## config.mk

```make
export PLATFORM = sky130hd
export DESIGN_NAME = rate_gated_pid_controller
export DESIGN_NICKNAME = d
export VERILOG_FILES = /design/src/hw/rtl/rgpid_pkg.sv /design/src/hw/rtl/rate_gated_pid_controller.sv
export SDC_FILE = /design/constraint.sdc
export NUM_CORES = 2
export LEC_CHECK = 0
export ABC_AREA = 1
export ABC_CLOCK_PERIOD_IN_PS = 21200
export BUFFER_PORTS_ARGS = -buffer_cell sky130_fd_sc_hd__buf_2
export CAP_MARGIN = 15
export CORE_ASPECT_RATIO = 1.2
export CORE_MARGIN = 1.5
export CORE_UTILIZATION = 30
export CTS_CLUSTER_SIZE = 20
export DETAILED_ROUTE_END_ITERATION = 6
export MAX_ROUTING_LAYER = met4
export PLACE_DENSITY_LB_ADDON = 0.12
export SETUP_SLACK_MARGIN = 0.05
export SLEW_MARGIN = 20
export SYNTH_ARGS = -nofsm -noshare
export SYNTH_HDL_FRONTEND = slang
export SYNTH_SLANG_ARGS = --single-unit
```

## constraint.sdc

```tcl
create_clock -name clk -period 21.2 [get_ports clk]
set_input_delay 0 -clock clk [delete_from_list [all_inputs] [get_ports clk]]
set_output_delay 0 -clock clk [all_outputs]
set_load 0.02 [all_outputs]
```

## src/hw/rtl/rgpid_pkg.sv

```systemverilog
// Shared types and constants for the rate-gated PID controller.
package rgpid_pkg;

  localparam int unsigned AddrW   = 5;
  localparam int unsigned DataW   = 32;
  localparam int unsigned RegIdxW = 3;

  localparam logic [RegIdxW-1:0] RegPropGain  = 3'd0;
  localparam logic [RegIdxW-1:0] RegIntegGain = 3'd1;
  localparam logic [RegIdxW-1:0] RegDerivGain = 3'd2;
  localparam logic [RegIdxW-1:0] RegStepMs    = 3'd3;
  localparam logic [RegIdxW-1:0] RegIntegLim  = 3'd4;

  localparam logic [15:0] StepMsReset   = 16'd10;
  localparam logic [30:0] IntegLimReset = 31'h7FFF_FFFF;

  localparam logic signed [49:0] SatMax = 50'sh0_0000_7FFF_FFFF;
  localparam logic signed [49:0] SatMin = -50'sh0_0000_8000_0000;
  localparam logic signed [65:0] RoundHalf = 66'sh8000;

  localparam int unsigned DivStepsW = 5;
  localparam logic [DivStepsW-1:0] DivLast = 5'd31;

  typedef enum logic [3:0] {
    S_IDLE,
    S_CHECK,
    S_HOLD,
    S_MUL_P,
    S_ACC_P,
    S_MUL_E,
    S_CLAMP,
    S_MUL_I,
    S_ACC_I,
    S_DIV_INIT,
    S_DIV,
    S_MUL_D,
    S_ACC_D,
    S_ROUND
  } state_t;

endpackage

```

## src/hw/rtl/rate_gated_pid_controller.sv

```systemverilog
// Rate-gated PID controller with clamped integral on one shared multiplier and divider.
//
// The input channel (in_valid/in_ready) carries a command, an error sample and
// a millisecond timestamp. The result channel (out_valid/out_ready) returns one
// item per input item: the control value and a flag telling whether it was
// recomputed. The user must write gains, step and integral limit over the APB
// port only while the block is idle; the block does not enforce this. Reads
// return the stored values. A held item (too little time elapsed) passes
// through the check and hold states before its result is written. A PID update
// (command 0) also passes through the integral states; a PD update (command 1)
// skips them. Most of an update is spent in the restoring division of the
// derivative; the rest is one pass per product through the single 33x33
// multiplier and its accumulate. With zero elapsed time the division is
// skipped. One item is processed at a time; in_ready is high only while the
// sequencer is idle.
// Reset clears all controller state and loads the register defaults
// (gains 0, step 10, limit 2^31-1). If the receiver stalls, the finished
// result waits in the output register; the next item is still accepted, and
// its sequence waits before writing its own result.
module rate_gated_pid_controller (
  input  logic                          clk,
  input  logic                          rst_n,
  input  logic                          in_valid,
  output logic                          in_ready,
  input  logic                          in_command,
  input  logic signed [15:0]            in_error_in,
  input  logic [31:0]                   in_now_ms,
  output logic                          out_valid,
  input  logic                          out_ready,
  output logic signed [31:0]            out_control_value,
  output logic                          out_recomputed,
  input  logic                          psel,
  input  logic                          penable,
  input  logic                          pwrite,
  input  logic [rgpid_pkg::AddrW-1:0]   paddr,
  input  logic [rgpid_pkg::DataW-1:0]   pwdata,
  output logic [rgpid_pkg::DataW-1:0]   prdata,
  output logic                          pready
);

  rgpid_pkg::state_t state_r, state_nxt;

  logic signed [31:0] prop_gain_r, integ_gain_r, deriv_gain_r;
  logic [15:0]        step_ms_r;
  logic [30:0]        integ_limit_r;

  logic signed [15:0] prev_err_r, prev_err_nxt;
  logic signed [31:0] int_sum_r, int_sum_nxt;
  logic [31:0]        last_ms_r, last_ms_nxt;
  logic signed [31:0] held_r, held_nxt;

  logic               cmd_r;
  logic signed [15:0] err_r;
  logic [31:0]        now_r;
  logic [31:0]        dt_r, dt_nxt;

  logic signed [32:0] mul_a, mul_b;
  logic signed [65:0] prod_r;
  logic signed [65:0] acc_r, acc_nxt;

  logic [32:0]                        div_rem_r, div_rem_nxt;
  logic [31:0]                        div_q_r, div_q_nxt;
  logic                               div_neg_r, div_neg_nxt;
  logic [rgpid_pkg::DivStepsW-1:0]    div_cnt_r, div_cnt_nxt;

  logic                               out_valid_r, out_valid_nxt;
  logic signed [31:0]                 out_val_r, out_val_nxt;
  logic                               out_rec_r, out_rec_nxt;

  logic                      in_acc, slot_free, cfg_wr;
  logic [rgpid_pkg::RegIdxW-1:0] cfg_idx;
  logic [31:0]               dt_calc;
  logic                      dt_due;
  logic signed [16:0]        diff17, diff_mag;
  logic [33:0]               div_trial;
  logic [32:0]               rem_sh;
  logic signed [32:0]        deriv33;
  logic signed [50:0]        sum_e, lim51;
  logic signed [65:0]        rnd;
  logic signed [49:0]        rnd50;

  assign in_ready  = (state_r == rgpid_pkg::S_IDLE);
  assign in_acc    = in_valid && in_ready;
  assign slot_free = !out_valid_r || out_ready;
  assign out_valid         = out_valid_r;
  assign out_control_value = out_val_r;
  assign out_recomputed    = out_rec_r;

  assign pready  = 1'b1;
  assign cfg_wr  = psel && penable && pwrite;
  assign cfg_idx = paddr[rgpid_pkg::AddrW-1:2];

  always_comb begin
    case (cfg_idx)
      rgpid_pkg::RegPropGain:  prdata = prop_gain_r;
      rgpid_pkg::RegIntegGain: prdata = integ_gain_r;
      rgpid_pkg::RegDerivGain: prdata = deriv_gain_r;
      rgpid_pkg::RegStepMs:    prdata = {16'd0, step_ms_r};
      rgpid_pkg::RegIntegLim:  prdata = {1'b0, integ_limit_r};
      default:                 prdata = '0;
    endcase
  end

  always_ff @(posedge clk) begin
    if (!rst_n) begin
      prop_gain_r   <= '0;
      integ_gain_r  <= '0;
      deriv_gain_r  <= '0;
      step_ms_r     <= rgpid_pkg::StepMsReset;
      integ_limit_r <= rgpid_pkg::IntegLimReset;
    end else if (cfg_wr) begin
      case (cfg_idx)
        rgpid_pkg::RegPropGain:  prop_gain_r   <= pwdata;
        rgpid_pkg::RegIntegGain: integ_gain_r  <= pwdata;
        rgpid_pkg::RegDerivGain: deriv_gain_r  <= pwdata;
        rgpid_pkg::RegStepMs:    step_ms_r     <= pwdata[15:0];
        rgpid_pkg::RegIntegLim:  integ_limit_r <= pwdata[30:0];
        default: ;
      endcase
    end
  end

  assign dt_calc  = now_r - last_ms_r;
  assign dt_due   = (dt_calc >= {16'd0, step_ms_r});
  assign diff17   = {err_r[15], err_r} - {prev_err_r[15], prev_err_r};
  assign diff_mag = diff17[16] ? -diff17 : diff17;
  assign rem_sh   = {div_rem_r[31:0], div_q_r[31]};
  assign div_trial = {1'b0, rem_sh} - {2'b00, dt_r};
  assign deriv33  = div_neg_r ? -$signed({1'b0, div_q_r}) : $signed({1'b0, div_q_r});
  assign sum_e    = {{19{int_sum_r[31]}}, int_sum_r} + prod_r[50:0];
  assign lim51    = $signed({20'd0, integ_limit_r});
  assign rnd      = acc_r + rgpid_pkg::RoundHalf;
  assign rnd50    = rnd[65:16];

  always_comb begin
    state_nxt = state_r;
    case (state_r)
      rgpid_pkg::S_IDLE:     if (in_acc) state_nxt = rgpid_pkg::S_CHECK;
      rgpid_pkg::S_CHECK:    state_nxt = dt_due ? rgpid_pkg::S_MUL_P : rgpid_pkg::S_HOLD;
      rgpid_pkg::S_HOLD:     if (slot_free) state_nxt = rgpid_pkg::S_IDLE;
      rgpid_pkg::S_MUL_P:    state_nxt = rgpid_pkg::S_ACC_P;
      rgpid_pkg::S_ACC_P:    state_nxt = cmd_r ? rgpid_pkg::S_DIV_INIT : rgpid_pkg::S_MUL_E;
      rgpid_pkg::S_MUL_E:    state_nxt = rgpid_pkg::S_CLAMP;
      rgpid_pkg::S_CLAMP:    state_nxt = rgpid_pkg::S_MUL_I;
      rgpid_pkg::S_MUL_I:    state_nxt = rgpid_pkg::S_ACC_I;
      rgpid_pkg::S_ACC_I:    state_nxt = rgpid_pkg::S_DIV_INIT;
      rgpid_pkg::S_DIV_INIT: state_nxt = (dt_r == 32'd0) ? rgpid_pkg::S_MUL_D
                                                         : rgpid_pkg::S_DIV;
      rgpid_pkg::S_DIV:      if (div_cnt_r == rgpid_pkg::DivLast) state_nxt = rgpid_pkg::S_MUL_D;
      rgpid_pkg::S_MUL_D:    state_nxt = rgpid_pkg::S_ACC_D;
      rgpid_pkg::S_ACC_D:    state_nxt = rgpid_pkg::S_ROUND;
      rgpid_pkg::S_ROUND:    if (slot_free) state_nxt = rgpid_pkg::S_IDLE;
      default:               state_nxt = rgpid_pkg::S_IDLE;
    endcase
  end

  always_comb begin
    mul_a         = '0;
    mul_b         = '0;
    acc_nxt       = acc_r;
    dt_nxt        = dt_r;
    prev_err_nxt  = prev_err_r;
    int_sum_nxt   = int_sum_r;
    last_ms_nxt   = last_ms_r;
    held_nxt      = held_r;
    div_rem_nxt   = div_rem_r;
    div_q_nxt     = div_q_r;
    div_neg_nxt   = div_neg_r;
    div_cnt_nxt   = div_cnt_r;
    out_valid_nxt = out_valid_r && !out_ready;
    out_val_nxt   = out_val_r;
    out_rec_nxt   = out_rec_r;
    case (state_r)
      rgpid_pkg::S_CHECK: begin
        dt_nxt = dt_calc;
      end
      rgpid_pkg::S_HOLD: begin
        if (slot_free) begin
          out_valid_nxt = 1'b1;
          out_val_nxt   = held_r;
          out_rec_nxt   = 1'b0;
        end
      end
      rgpid_pkg::S_MUL_P: begin
        mul_a = {prop_gain_r[31], prop_gain_r};
        mul_b = {{17{err_r[15]}}, err_r};
      end
      rgpid_pkg::S_ACC_P: begin
        acc_nxt = prod_r;
      end
      rgpid_pkg::S_MUL_E: begin
        mul_a = {{17{err_r[15]}}, err_r};
        mul_b = $signed({1'b0, dt_r});
      end
      rgpid_pkg::S_CLAMP: begin
        if (sum_e > lim51) begin
          int_sum_nxt = lim51[31:0];
        end else if (sum_e < -lim51) begin
          int_sum_nxt = -lim51[31:0];
        end else begin
          int_sum_nxt = sum_e[31:0];
        end
      end
      rgpid_pkg::S_MUL_I: begin
        mul_a = {integ_gain_r[31], integ_gain_r};
        mul_b = {int_sum_r[31], int_sum_r};
      end
      rgpid_pkg::S_ACC_I: begin
        acc_nxt = acc_r + prod_r;
      end
      rgpid_pkg::S_DIV_INIT: begin
        div_rem_nxt = '0;
        div_cnt_nxt = '0;
        div_neg_nxt = diff17[16];
        div_q_nxt   = (dt_r == 32'd0) ? 32'd0 : {diff_mag[15:0], 16'd0};
      end
      rgpid_pkg::S_DIV: begin
        div_cnt_nxt = div_cnt_r + 1'b1;
        if (!div_trial[33]) begin
          div_rem_nxt = div_trial[32:0];
          div_q_nxt   = {div_q_r[30:0], 1'b1};
        end else begin
          div_rem_nxt = rem_sh;
          div_q_nxt   = {div_q_r[30:0], 1'b0};
        end
      end
      rgpid_pkg::S_MUL_D: begin
        mul_a = {deriv_gain_r[31], deriv_gain_r};
        mul_b = deriv33;
      end
      rgpid_pkg::S_ACC_D: begin
        acc_nxt = acc_r + {{16{prod_r[65]}}, prod_r[65:16]};
      end
      rgpid_pkg::S_ROUND: begin
        if (slot_free) begin
          if (rnd50 > rgpid_pkg::SatMax) begin
            held_nxt = rgpid_pkg::SatMax[31:0];
          end else if (rnd50 < rgpid_pkg::SatMin) begin
            held_nxt = rgpid_pkg::SatMin[31:0];
          end else begin
            held_nxt = rnd50[31:0];
          end
          prev_err_nxt  = err_r;
          last_ms_nxt   = now_r;
          out_valid_nxt = 1'b1;
          out_val_nxt   = held_nxt;
          out_rec_nxt   = 1'b1;
        end
      end
      default: ;
    endcase
  end

  always_ff @(posedge clk) begin
    if (!rst_n) begin
      state_r     <= rgpid_pkg::S_IDLE;
      prev_err_r  <= '0;
      int_sum_r   <= '0;
      last_ms_r   <= '0;
      held_r      <= '0;
      out_valid_r <= 1'b0;
    end else begin
      state_r     <= state_nxt;
      prev_err_r  <= prev_err_nxt;
      int_sum_r   <= int_sum_nxt;
      last_ms_r   <= last_ms_nxt;
      held_r      <= held_nxt;
      out_valid_r <= out_valid_nxt;
    end
  end

  always_ff @(posedge clk) begin
    if (in_acc) begin
      cmd_r <= in_command;
      err_r <= in_error_in;
      now_r <= in_now_ms;
    end
    prod_r    <= mul_a * mul_b;
    acc_r     <= acc_nxt;
    dt_r      <= dt_nxt;
    div_rem_r <= div_rem_nxt;
    div_q_r   <= div_q_nxt;
    div_neg_r <= div_neg_nxt;
    div_cnt_r <= div_cnt_nxt;
    out_val_r <= out_val_nxt;
    out_rec_r <= out_rec_nxt;
  end

  // A waiting result always matches the stored held output.
  a_out_matches_held: assert property (@(posedge clk) disable iff (!rst_n)
    out_valid_r |-> (out_val_r == held_r))
    else $error("output register differs from held output");

  // Accepting an item makes the block busy in the next cycle.
  a_busy_after_accept: assert property (@(posedge clk) disable iff (!rst_n)
    in_acc |=> !in_ready)
    else $error("block ready right after accepting an item");

  // The timestamp of the last update changes only when a recomputed result is produced.
  a_state_only_on_update: assert property (@(posedge clk) disable iff (!rst_n)
    (state_r != rgpid_pkg::S_ROUND) |=> $stable(last_ms_r))
    else $error("timestamp of last update changed outside an update");

endmodule

```

After elaboration in Yosys (flattened, before gate mapping)
Cells that the tools add are included. W data, S select, Z words.

Multiplexer cells: 31. $add $sub $neg: 12. Order comparisons: 5. Reduce and logical (&&, ||, !) cells: 22. Equality and inequality tests: 23. Multiply operators: 1.

Operators with widths (count): $pmux W33 S4 (2); $mux W32 (8); $pmux W66 S3 (1); $pmux W32 S2 (3); $pmux W32 S5 (1); $add A66 B66 Y66 (2); $add A66 B17 Y66 const B (1); $mul A33 B33 Y66 (1); $pmux W4 S13 (1); $add A51 B51 Y51 (1); $gt A51 B32 Y1 (1); $lt A51 B51 Y1 (1); $neg A31 Y51 (1); $gt A50 B32 Y1 const B (1); $lt A50 B32 Y1 const B (1); $sub A33 B32 Y34 (1); $mux W33 (1); $neg A32 Y33 (1); $ge A32 B16 Y1 (1); $logic_not A32 Y1 (1); $neg A31 Y32 (1); $sub A32 B32 Y32 (1); $eq A4 B4 Y1 const B (6); $sub A16 B16 Y17 (1); other kinds (26) (54).

Bits of input ports: 93. Logic and storage cells: 117. Bits in registers: 576. Output and inout bits: 68.

Longest topological paths before layout
Depth after elaboration: 6. Mapped depth: 48. Depth with buffers taken out: 47.

Worst setup path before layout
No wires, ideal clock.

Path kind: register to register. Start: reg state_r[3]. End: reg prod_r[65]. Required time: 21080 ps. Cell stages (with the launch flop): 37. Arrival: 8595 ps. Path buffers: 2. Setup slack: 12485 ps. Clock period less this slack: 8715 ps. Library setup time: 120 ps. Cell sequence: dfxtp_1 > nor2_1 > inv_1 > nor2_1 > inv_1 > clkbuf_1 > nor2_1 > a221oi_1 > nand2_1 > clkinv_1 > clkbuf_1 > nor2_1 > fa_1 > fa_1 > inv_1 > fa_1 > inv_1 > fa_1 > fa_1 > fa_1 > fa_1 > inv_1 > fa_1 > inv_1 > ha_1 > nand2_1 > nor2_1 > inv_1 > nor2_1 > inv_1 > o221a_2 > nand3_1 > nand3_1 > o211ai_1 > nand2_1 > nand2_1 > xnor2_1.

Cells in the longest elaborated chain, start to end: 3. Elaborated cells on any way between the ends: 7. Those cells by class: 1 x mul; 4 x eq/ne; 2 x mux.

Ends and longest elaborated chain: start, declared (RTL line rate_gated_pid_controller.sv:41) `rgpid_pkg::state_t state_r, state_nxt;`; start signal, assigned (RTL line rate_gated_pid_controller.sv:256) `state_r <= rgpid_pkg::S_IDLE;`; start signal, assigned (RTL line rate_gated_pid_controller.sv:263) `state_r <= state_nxt;`; $eq A4 B4 Y1 (tied with other cells) (RTL line rate_gated_pid_controller.sv:173) `case (state_r)`; $pmux W33 S4 (RTL line rate_gated_pid_controller.sv:173); $mul A33 B33 Y66 (*) (RTL line rate_gated_pid_controller.sv:278) `prod_r <= mul_a * mul_b;`; end signal, assigned (RTL line rate_gated_pid_controller.sv:278); end, declared (RTL line rate_gated_pid_controller.sv:58) `logic signed [65:0] prod_r;`.

Every way passes the cells marked *; elsewhere a longest branch is shown, timed or not. A chain may end at the register's enable or synchronous reset.

Final worst setup path
Start: reg state_r[3]. End: reg prod_r[59].

Same word-level chain as after synthesis.

==> out/qor.yml <==
path_max_fanout: 36
netSwitchingPower_mw: 1.620
syn-num-nets: 13290
die_h_um: 584.4
synthMostInstantiatedCell: "nand2_1"
ios: 161
power_leakage_nw: 45.73
r2r-start: "state_r[3]"
ys_dominant_reg_cell: "dfxtp_1"
synthTopCellsByCount: "nand2_1 (2428), inv_1 (2316), nor2_1 (1291), fa_1 (1128), a21oi_1 (727)"
wl_per_cell_um: 24.86
finalNonFillerCells: 15510
end_kind: "register"
rsz0062_at_grt: "false"
internal-power_mw: 2.420
cts_buffer_depth: 3
first_global_vias: 79280
hpwlAfterDp_mm: 314.8
max_freq_ghz: 0.08685
finalSetupViolations: 0
viasPerCell: 5.054
vias: 78380
mappedNetlistArea_um2: 84510
drt_iter0_markers: 5864
tns_ps: 0
cts_root_buffer: "clkbuf_16"
drt_wl_total_mm: 385.5
synthArstFlopShare_pct: 0
seq_power_share_pct: 34.0
n_fill_cell: 30290
yosysUniqueCellTypes: 64
grt_first_pass_wirelength_mm: 554.6
grt_max_degree: 83
placed_area_um2: 89950
cp_slowest_stage_delay_ps: 740
gr-total-overflow: 0
rrSetupSlack_ps: 9690
path_common_cell: "inv_1"
r2r-end: "prod_r[59]"
cp-endpoint: "prod_r[59]"
htreeDepth: 3
yosys-top-cells-area: "fa_1 (27%), nand2_1 (11%), inv_1 (10%)"
remaining_drc_errors: 0
fin_ws_ps: 9686
cp.required_ps: 21830
startpoint_type: "register"
finalMaxSlewViolations: 0
cellPowerDensity_nw_per_um2: 42.99
clkTransAtPathRegs_ps: 60
cts_setup_buffers: 0
hold_class: "in2reg"
period_share_pct: 54.31
globalplace.congestion: 0.9742
yosysSeqAreaShare_pct: 16.61
fin_crit_ps: 11510
fp.dieArea_um2: 284900
clock-sinks: 576
skew_ps: 58.44
yosysWarnings: 0
tightestPinTransition_ps: 1166
outcome: "finished, final reports clean"
arrival_ps: 12140
ff2ff_path_depth: 35
p_comb_share_pct: 31.5
fin_util_pct: 33.52
total_power_mw: 4.040
hold_viol: 0
die_w_um: 487.5
cap_violations: 0
firstDrtPassIters: 6
netlist.area_leader.share_pct: 26.72
dp_slack_ps: 9751
synth-edff-count: 250
slew_headroom_pct: 22.29
syn_to_final_growth_pct: 11.20
drtAntennaViolNets: 0
dp.cells: 15230
vdd_drop_max_mv: 0.06063
start_util_pct: 30.14
fin_area_um2: 93980
nNetsFinal: 13480
clkLatencyLatePin_ps: 750
cp_slowest_cell: "fa_1"
portBuffers: 157
pwr-share-clk_pct: 34.5
sw_frac_of_total_pct: 40.10
fin_worst_hold_slack_ps: 71.76
grt_usage_pct: 27.59
cts_buffers: 74
row_count: 213
syn_area_per_cell_um2: 7.356
crit_type: "reg2reg"
multiInputGateArea_um2: 60380
cts_tree: "yes"
ff_latch_area_um2: 14030
final_layout_size_suffix_gt1_share_pct: 4.940
syn_inst: 11490
cp-startpoint: "state_r[3]"
synth_seq_cells: 576
core_area_um2: 280400
synth_top_cell_by_area: "fa_1"
antenna_found_initial: 15
placed cells by master, fill, tap and decap left out, drive strengths merged, types with 38 or more instances in the layout:
cell type / count
a21oi: 728
a221oi: 38
a31oi: 95
buf: 317
clkbuf: 96
clkinv: 51
dfxtp: 326
dlygate4sd3: 135
edfxtp: 250
fa: 1128
ha: 579
inv: 2336
nand2: 2435
nand3: 381
nand4: 110
nor2: 1304
nor3: 117
nor4: 59
o211ai: 40
o21a: 69
o21ai: 626
o22ai: 50
or2: 41
xnor2: 72
xor2: 172
power groups by stage:
stage	clock [mW]	combinational [mW]	sequential (mW)
6_report	1.39	1.27	1.37
5_1_grt	1.47	1.39	1.37
4_1_cts	1.43	1.27	1.37
3_5_place_dp	0	1.24	1.40
3_3_place_gp	0	1.24	1.40
2_1_floorplan	0	0.764	1.33
critical path: cells and delay by family, from the launching register on:
| family | cells | cell delay (ps) |
|---|---|---|
| buf+inv | 13 | 3080 |
| compound gates | 3 | 900 |
| simple gates | 9 | 1710 |
| fa+ha+maj | 9 | 4950 |
| flops | 1 | 460 |
| xor+xnor | 1 | 210 |
state kept, by name (all words and copies together), names as in the netlist, 31 cells and up:
register,cells
acc_r,66
prod_r,66
deriv_gain_r,32
div_q_r,32
div_rem_r,32
dt_r,32
held_r,32
int_sum_r,32
integ_gain_r,32
last_ms_r,32
now_r,32
out_control_value,32
prop_gain_r,32
integ_limit_r,31
final cells by class:
class                      count  area share, %
sequential                   576          14.93
antenna                        5        0.01331
inverter                    2357          9.414
timing repair buffer         452          3.572
clock buffer                  96          2.217
tap                         3762          5.009
clock inverter                41         0.5978
multi-input combinational   8219          64.24
how the worst min path moves through the flow:
stage | from | slack [ps] | cells after the start | end
2_1_floorplan | in_command | 100 | 0 | cmd_r
3_3_place_gp | in_now_ms[19] | 180 | 1 | now_r[19]
3_5_place_dp | in_error_in[11] | 180 | 1 | err_r[11]
4_1_cts | in_now_ms[31] | 9 | 2 | now_r[31]
5_1_grt | in_now_ms[31] | 40 | 2 | now_r[31]
6_report | in_now_ms[31] | 70 | 2 | now_r[31]
cell families (layout without fill, tap and decap cells):
kind of cell | count (synthesis) | after routing | share of synthesized area (%)
and+or+nand+nor | 4489 | 4489 | 21.67
buffers and inverters | 2694 | 2946 | 12.16
AOI/OAI and AO/OA | 1778 | 1778 | 11.74
adders and majority gates | 1707 | 1707 | 35.29
DFF | 576 | 576 | 16.61
xor gates and xnor gates | 244 | 244 | 2.529
other | 1 | 6 | 0.004437
repair_timing:
action,4_1_cts,5_1_grt
hold endpoints to repair,251,0
hold buffers,135,0
gates resized for setup,0,0
metal layers:
metal  wire [um]  GRT usage [%]
met1      160000          33.37
met2      184700          45.99
met3       19170          2.973
met4       21630          12.78
met5           0              -
Note: power is estimated with default switching activity, not from simulation.
